===== config.mk =====
export PLATFORM = sky130hd
export DESIGN_NAME = ptw_walk
export DESIGN_NICKNAME = d
export VERILOG_FILES = /design/src/design/ptw_pkg.sv /design/src/design/ptw_bound.sv /design/src/design/ptw_walk.sv
export SDC_FILE = /design/constraint.sdc
export NUM_CORES = 1
export LEC_CHECK = 0
export BUFFER_PORTS_ARGS = -buffer_cell sky130_fd_sc_hd__buf_2
export CORE_MARGIN = 1.5
export CORE_UTILIZATION = 40
export DETAILED_ROUTE_END_ITERATION = 10
export PLACE_DENSITY = 0.74
export REMOVE_ABC_BUFFERS = 1
export SLEW_MARGIN = 5
export SYNTH_ARGS = -nofsm -noshare
export SYNTH_HDL_FRONTEND = slang
export SYNTH_HIERARCHICAL = 1
export SYNTH_SLANG_ARGS = --single-unit

===== constraint.sdc =====
create_clock -name clk -period 12.82 [get_ports clk]
set_input_delay 3.846 -clock clk [delete_from_list [all_inputs] [get_ports clk]]
set_output_delay 3.846 -clock clk [all_outputs]
set_load 0.01 [all_outputs]

===== src/design/ptw_pkg.sv =====
// ----------------------------------------------------------------------------
// ptw_pkg
// Shared types, codes and helpers for the four-level page table walker.
// ----------------------------------------------------------------------------
package ptw_pkg;

  // Default number of 4 KiB table pages held in the on-chip store.
  localparam int TABLE_PAGES_DEF   = 8;
  // Entries in one table; fixed by the x86-64 format.
  localparam int ENTRIES_PER_TABLE = 512;
  localparam int IDX_W             = 9;

  localparam int PA_W   = 64;
  localparam int VA_W   = 48;
  localparam int BASE_W = 40;
  localparam int WIDX_W = 12;

  // Entry bit positions.
  localparam int BIT_PRESENT = 0;
  localparam int BIT_SIZE    = 7;

  typedef enum logic {
    FUNC_WRITE     = 1'b0,
    FUNC_TRANSLATE = 1'b1
  } func_t;

  typedef enum logic [1:0] {
    STAT_OK          = 2'd0,
    STAT_NOT_PRESENT = 2'd1,
    STAT_OUTSIDE     = 2'd2,
    STAT_WRITE_DONE  = 2'd3
  } status_t;

  typedef enum logic [1:0] {
    PAGE_4K = 2'd0,
    PAGE_2M = 2'd1,
    PAGE_1G = 2'd2
  } page_kind_t;

  // Walk levels, top table first.
  localparam logic [1:0] LVL_PML4 = 2'd3;
  localparam logic [1:0] LVL_PDPT = 2'd2;
  localparam logic [1:0] LVL_PD   = 2'd1;
  localparam logic [1:0] LVL_PT   = 2'd0;

  typedef enum logic [1:0] {
    WS_IDLE = 2'd0,
    WS_WALK = 2'd1,
    WS_HOLD = 2'd2
  } walk_state_t;

  typedef struct packed {
    logic [PA_W-1:0] phys_addr;
    status_t         status;
    logic [1:0]      fault_level;
    page_kind_t      page_kind;
  } result_t;

  // Table index of the virtual address for a given level.
  function automatic logic [IDX_W-1:0] va_index(input logic [VA_W-1:0] va,
                                                 input logic [1:0] lvl);
    logic [IDX_W-1:0] idx;
    case (lvl)
      LVL_PML4: idx = va[47:39];
      LVL_PDPT: idx = va[38:30];
      LVL_PD:   idx = va[29:21];
      default:  idx = va[20:12];
    endcase
    return idx;
  endfunction

endpackage


===== src/design/ptw_bound.sv =====
// ----------------------------------------------------------------------------
// ptw_bound
// Shared range unit: maps a table address onto a store page, or flags it as
// lying outside the store window.
// ----------------------------------------------------------------------------
module ptw_bound #(
  parameter int TABLE_PAGES = ptw_pkg::TABLE_PAGES_DEF,
  parameter int PAGE_W      = $clog2(TABLE_PAGES)
) (
  input  logic [ptw_pkg::PA_W-1:0]   table_addr,
  input  logic [ptw_pkg::BASE_W-1:0] base_page,
  output logic                       in_store,
  output logic [PAGE_W-1:0]          rel_page
);

  localparam int PN_W = ptw_pkg::PA_W - 12;

  logic [PN_W:0] diff;

  // The top bit of the difference is the borrow: page below the base.
  assign diff     = {1'b0, table_addr[ptw_pkg::PA_W-1:12]}
                  - {{(PN_W + 1 - ptw_pkg::BASE_W){1'b0}}, base_page};
  assign in_store = !diff[PN_W] && (diff[PN_W-1:0] < PN_W'(TABLE_PAGES));
  assign rel_page = diff[PAGE_W-1:0];

endmodule


===== src/design/ptw_walk.sv =====
// ----------------------------------------------------------------------------
// ptw_walk
// Walk sequencer: takes one transaction at a time, issues one table read per
// level through the shared range unit and forms the result.
// ----------------------------------------------------------------------------
module ptw_walk #(
  parameter int TABLE_PAGES = ptw_pkg::TABLE_PAGES_DEF,
  parameter int PAGE_W      = $clog2(TABLE_PAGES),
  parameter int ADDR_W      = PAGE_W + ptw_pkg::IDX_W
) (
  input  logic                       clk,
  input  logic                       rst_n,
  input  logic                       in_valid,
  output logic                       in_ready,
  input  logic                       in_func,
  input  logic [ptw_pkg::WIDX_W-1:0] in_word_index,
  input  logic [ptw_pkg::PA_W-1:0]   in_root_address,
  input  logic [ptw_pkg::VA_W-1:0]   in_vaddr,
  input  logic [ptw_pkg::BASE_W-1:0] base_page,
  input  logic                       clear_busy,
  input  logic                       out_free,
  output logic                       res_valid,
  output ptw_pkg::result_t           res,
  output logic                       mem_we,
  output logic [ADDR_W-1:0]          mem_waddr,
  output logic                       mem_re,
  output logic [ADDR_W-1:0]          mem_raddr,
  input  logic [ptw_pkg::PA_W-1:0]   mem_rdata
);

  localparam int DEPTH = TABLE_PAGES * ptw_pkg::ENTRIES_PER_TABLE;

  ptw_pkg::walk_state_t     state_r, state_nxt;
  logic [1:0]               lvl_r, lvl_nxt;
  logic [ptw_pkg::VA_W-1:0] va_r, va_nxt;
  ptw_pkg::result_t         res_r, res_nxt;

  logic                       accept;
  logic [ptw_pkg::PA_W-1:0]   bnd_addr;
  logic                       bnd_in_store;
  logic [PAGE_W-1:0]          bnd_rel;
  logic [ptw_pkg::IDX_W-1:0]  rd_idx;
  logic                       done_now;
  ptw_pkg::result_t           result_now;
  logic [1:0]                 lvl_down;
  logic                       size_bit;

  ptw_bound #(
    .TABLE_PAGES(TABLE_PAGES),
    .PAGE_W     (PAGE_W)
  ) u_bound (
    .table_addr(bnd_addr),
    .base_page (base_page),
    .in_store  (bnd_in_store),
    .rel_page  (bnd_rel)
  );

  assign in_ready  = (state_r == ptw_pkg::WS_IDLE) && !clear_busy;
  assign accept    = in_valid && in_ready;
  assign lvl_down  = lvl_r - 2'd1;
  assign size_bit  = mem_rdata[ptw_pkg::BIT_SIZE];
  assign mem_waddr = ADDR_W'(in_word_index);
  assign mem_raddr = {bnd_rel, rd_idx};

  always_comb begin
    state_nxt  = state_r;
    lvl_nxt    = lvl_r;
    va_nxt     = va_r;
    res_nxt    = res_r;
    mem_we     = 1'b0;
    mem_re     = 1'b0;
    res_valid  = 1'b0;
    res        = res_r;
    done_now   = 1'b0;
    result_now = '{phys_addr: '0, status: ptw_pkg::STAT_OK,
                   fault_level: ptw_pkg::LVL_PT, page_kind: ptw_pkg::PAGE_4K};
    bnd_addr   = in_root_address;
    rd_idx     = ptw_pkg::va_index(in_vaddr, ptw_pkg::LVL_PML4);

    case (state_r)
      ptw_pkg::WS_IDLE: begin
        if (accept) begin
          if (in_func == ptw_pkg::FUNC_WRITE) begin
            // Writes past the end of the store are dropped but still answered.
            mem_we            = ({20'd0, in_word_index} < 32'(DEPTH));
            done_now          = 1'b1;
            result_now.status = ptw_pkg::STAT_WRITE_DONE;
          end else begin
            va_nxt  = in_vaddr;
            lvl_nxt = ptw_pkg::LVL_PML4;
            if (bnd_in_store) begin
              mem_re    = 1'b1;
              state_nxt = ptw_pkg::WS_WALK;
            end else begin
              done_now               = 1'b1;
              result_now.status      = ptw_pkg::STAT_OUTSIDE;
              result_now.fault_level = ptw_pkg::LVL_PML4;
            end
          end
        end
      end

      ptw_pkg::WS_WALK: begin
        // The entry of level lvl_r is on the read port; the next table's
        // address goes through the range unit in the same cycle.
        bnd_addr = mem_rdata;
        rd_idx   = ptw_pkg::va_index(va_r, lvl_down);
        done_now = 1'b1;
        if (!mem_rdata[ptw_pkg::BIT_PRESENT]) begin
          result_now.status      = ptw_pkg::STAT_NOT_PRESENT;
          result_now.fault_level = lvl_r;
        end else if (lvl_r == ptw_pkg::LVL_PDPT && size_bit) begin
          result_now.phys_addr = {mem_rdata[63:30], va_r[29:0]};
          result_now.page_kind = ptw_pkg::PAGE_1G;
        end else if (lvl_r == ptw_pkg::LVL_PD && size_bit) begin
          result_now.phys_addr = {mem_rdata[63:21], va_r[20:0]};
          result_now.page_kind = ptw_pkg::PAGE_2M;
        end else if (lvl_r == ptw_pkg::LVL_PT) begin
          result_now.phys_addr = {mem_rdata[63:12], va_r[11:0]};
        end else if (!bnd_in_store) begin
          result_now.status      = ptw_pkg::STAT_OUTSIDE;
          result_now.fault_level = lvl_down;
        end else begin
          done_now = 1'b0;
          mem_re   = 1'b1;
          lvl_nxt  = lvl_down;
        end
      end

      ptw_pkg::WS_HOLD: begin
        if (out_free) begin
          res_valid = 1'b1;
          state_nxt = ptw_pkg::WS_IDLE;
        end
      end

      default: begin
        state_nxt = ptw_pkg::WS_IDLE;
      end
    endcase

    if (done_now) begin
      if (out_free) begin
        res_valid = 1'b1;
        res       = result_now;
        state_nxt = ptw_pkg::WS_IDLE;
      end else begin
        res_nxt   = result_now;
        state_nxt = ptw_pkg::WS_HOLD;
      end
    end
  end

  always_ff @(posedge clk) begin
    if (!rst_n) begin
      state_r <= ptw_pkg::WS_IDLE;
    end else begin
      state_r <= state_nxt;
    end
  end

  always_ff @(posedge clk) begin
    lvl_r <= lvl_nxt;
    va_r  <= va_nxt;
    res_r <= res_nxt;
  end

endmodule


# [After elaboration in Yosys (flattened, before gate mapping)]
# Cells that the tools add are included.
[totals] reg_bits=122 inputBits=234
[classes] n_addsub=2 order_cmp=1 n_eq_ne=19 muxes=62 bitwise=1 n_reduce_logical=14
[ops] op="two-way mux 64 bit" count=6
[ops] op="two-way mux 70 bit" count=2
[ops] op="subtractor 52 x 40 -> 53 bit" count=1
[ops] op="< comparator 52 x 4 -> 1 bit (second input constant)" count=1
[ops] op="two-way mux 2 bit" count=18
[ops] op="two-way mux 4 bit" count=7
[ops] op="case mux 9 bit (3 select lines)" count=1
[ops] op="two-way mux 1 bit" count=22
[ops] op="inequality test 2 bit (second input constant)" count=8
[ops] op="inequality test 3 bit (second input constant)" count=4
[ops] op="two-way mux 9 bit" count=1
[ops] op="equality test 2 bit (second input constant)" count=4
[ops] op="case mux 4 bit (2 select lines)" count=1
[ops] op="AND reduction 8 bit" count=1
[ops] op="equality test 2 x 1 -> 1 bit (second input constant)" count=3
[ops] op="case mux 2 bit (3 select lines)" count=1
[ops] op="logical AND 1 bit" count=5
[ops] op="AND reduction 5 bit" count=1
[ops] op="zero test 2 bit" count=2
[ops] op="case mux 1 bit (2 select lines)" count=2
[ops] op="case mux 2 bit (2 select lines)" count=1
[ops] op="AND reduction 3 bit" count=1
[ops] op="zero test 1 bit" count=2
[ops] op="AND reduction 2 bit" count=1
[ops] op="3 further kinds" count=3

# [Longest topological paths before layout]
[logic_depth] ltp_word=13 ltp_mapped=25 ltp_nobuf=20

# [Cells and area by module]
# The synthesis kept the hierarchy.
[by_module_without_submodules] module="ptw_walk" instances=1 cells_per_inst=626 area_each_um2=6606.3
[by_module_without_submodules] module="ptw_bound" instances=1 cells_per_inst=561 area_each_um2=3483.3

# [Least setup slack after synthesis]
# No wires, ideal clock.
[synth_path] path_type="input-to-output" from="input port in_root_address[12] (netlist bit)" to="output port res[10] (netlist bit)" t_arrival_ps=8288 t_required_ps=8974 setup_slack_ps=686 cell_stages=20 cell_sequence="nand2_1 -> nand2_1 -> inv_1 -> ha_1 -> fa_1 -> nand2b_1 -> a21oi_1 -> o211ai_1 -> a2111oi_0 -> o21ai_1 -> a221o_1 -> a22oi_1 -> nand4_1 -> or4_1 -> nor4_2 -> nand2_1 -> o31a_1 -> o21ai_2 -> buf_4 -> mux2_1"
[synth_lines] element="start, declared" line="ptw_walk.sv:17" source="input logic [ptw_pkg::PA_W-1:0] in_root_address,"
[synth_lines] element="end, declared" line="ptw_walk.sv:23" source="output ptw_pkg::result_t res,"

==> flow_summary.json <==
{
  "outcome": "finished, final reports clean",
  "syn-instance-count": 1152,
  "finalWirelength_um": 37000,
  "layout.cells.non_filler": 1777,
  "drt-pass1-iter-count": 7,
  "dieArea_sq_um": 25900,
  "clock_sinks": 122,
  "finalCritPeriodShare_pct": 99.2,
  "grt_use_total_pct": 26.8,
  "maxCapViolations": 0,
  "hold_class": "reg -> reg",
  "cts_max_level": 4,
  "hold_viol": 0,
  "grt_pass1_wl_um": 54000,
  "max_freq_mhz": 78.6,
  "area_growth_pct": 33.2,
  "initial_core_util_pct": 40.8,
  "setup_violations": 0,
  "antenna_found_initial": 2,
  "via_per_inst": 5.82,
  "cts_tree": "done",
  "final_common_cell": "buf_2",
  "power_density_nw_per_um2": 102,
  "rows": 57,
  "syn-mean-instance-area_sq_um": 8.64,
  "fillers": 2257,
  "drtIter0Drc": 971,
  "worst_pin_slew_ps": 1000,
  "vias": 10300,
  "cts_hold_buf": 0,
  "multi_input_area_sq_um": 6040,
  "clkTransAtPathRegs_ps": 60,
  "gp_routability_congestion": 1.00,
  "port_buffers": 285,
  "final_max_slew_viol_count": 0,
  "required_ps": 8970,
  "drive_gt1_share_pct": 34.9,
  "start_kind": "primary input",
  "root_buffer": "clkbuf_16",
  "ys_warn_count": 6,
  "worstSetupEndpointType": "output pin",
  "grt_pass1_vias": 9748,
  "path_class": "in -> out",
  "min_period_ps": 12720,
  "ios": 332,
  "clock_latency_ps": 420,
  "ant_nets": 0,
  "cts_buffers": 17,
  "irDropWorstVdd_v": 0.0000801,
  "synth_area_sq_um": 9960,
  "regArea_sq_um": 3640,
  "slew_headroom_pct": 33.0,
  "p_leak_nw": 6.05,
  "arrival_ps": 8870,
  "die_h_um": 161,
  "die_x_um": 161,
  "dpl.hpwl_um": 27000,
  "core-area_sq_um": 24400,
  "finalNetCount": 1720,
  "grt_overflow": 0,
  "clockBufferDepth": 2,
  "wl_per_cell_um": 20.8,
  "dpl.cell_count": 1725,
  "post-route-drc-count": 0,
  "path_max_fanout": 7,
  "setup_tns_ps": 0,
  "mostFrequentLayoutCells": "buf_2 (248), nand2_1 (231), edfxtp_1 (120)",
  "clock_skew_ps": 11.6,
  "grt_max_degree": 71
}
-- path summary, 6_finish.rpt --
check,start,cells after the start,slack [ps],to
worst max-delay path,mem_rdata[13],24,100,res[18]
worst max register to register,state_r[0],22,5680,res_r[61]
worst min register to register,va_r[3],1,550,res_r[9]
worst min-delay path,va_r[3],1,550,res_r[9]
-- what timing repair did --
item                                    CTS  global route
buffers inserted                          5             4
resized for setup                        15           114
pin swaps                                11            21
gates cloned                              2             9
endpoints found under the setup margin   70            70
-- metal layers --
metal,up-vias,track usage (%),share of wire (%)
met5,-,0,0.027
met4,2,10.0,3.3
met3,80,5.22,8.1
met2,601,45.9,48
met1,4866,33.5,40
li1,4787,-,-
-- power breakdown --
group          switching [W]  internal [W]  total (W)
clock               0.000199      0.000266   0.000465
combinational       0.000244      0.000181   0.000426
sequential        0.00000584      0.000452   0.000458
total               0.000449      0.000899    0.00135
-- stage by stage --
step | utilization [%] | area (sq um) | total power (W) | hold WS (ps) | worst slack [ps]
after floorplan | - | 9530 | 0.000690 | 513 | -922
after global placement | 48.4 | 11800 | 0.000838 | 522 | -250
after detailed placement | 48.4 | 11800 | 0.000840 | 528 | -274
after CTS | 51.4 | 12500 | 0.00131 | 542 | 1.37
after global routing | 54.4 | 13300 | 0.00140 | 567 | -133
final | 54.4 | 13300 | 0.00135 | 551 | 104
-- flip-flops by register name, summed over array words and instances (netlist names) --
register / flops
res_r: 70
state_r: 2
lvl_r: 2
va_r: 48
-- critical path, cell delays in order --
cell and delay [ps]:
buf_2 130, nand2_1 70, nand2_1 80, buf_4 140
ha_1 280, nand2b_1 80, a211o_1 350, a2111oi_1 380
buf_4 190, o21ai_1 80, nand3_1 200, nand4_1 150
a22oi_2 260, nand4_1 180, or4_4 580, nor4_4 230
buf_4 190, nand2_2 60, o31a_1 280, o21ai_4 240
buf_12 220, buf_16 150, mux2_2 340, buf_2 140
-- final cells by class --
type                            count  area share (%)
Sequential cell                   122            27.5
Clock buffer                       17            3.21
Inverter                           54            1.53
Timing Repair Buffer              357            18.2
Multi-Input combinational cell    887            45.5
Tap cell                          324            3.06
Antenna cell                        1          0.0189
Clock inverter                     15           0.952
Note: power is estimated with default switching activity, not from simulation.
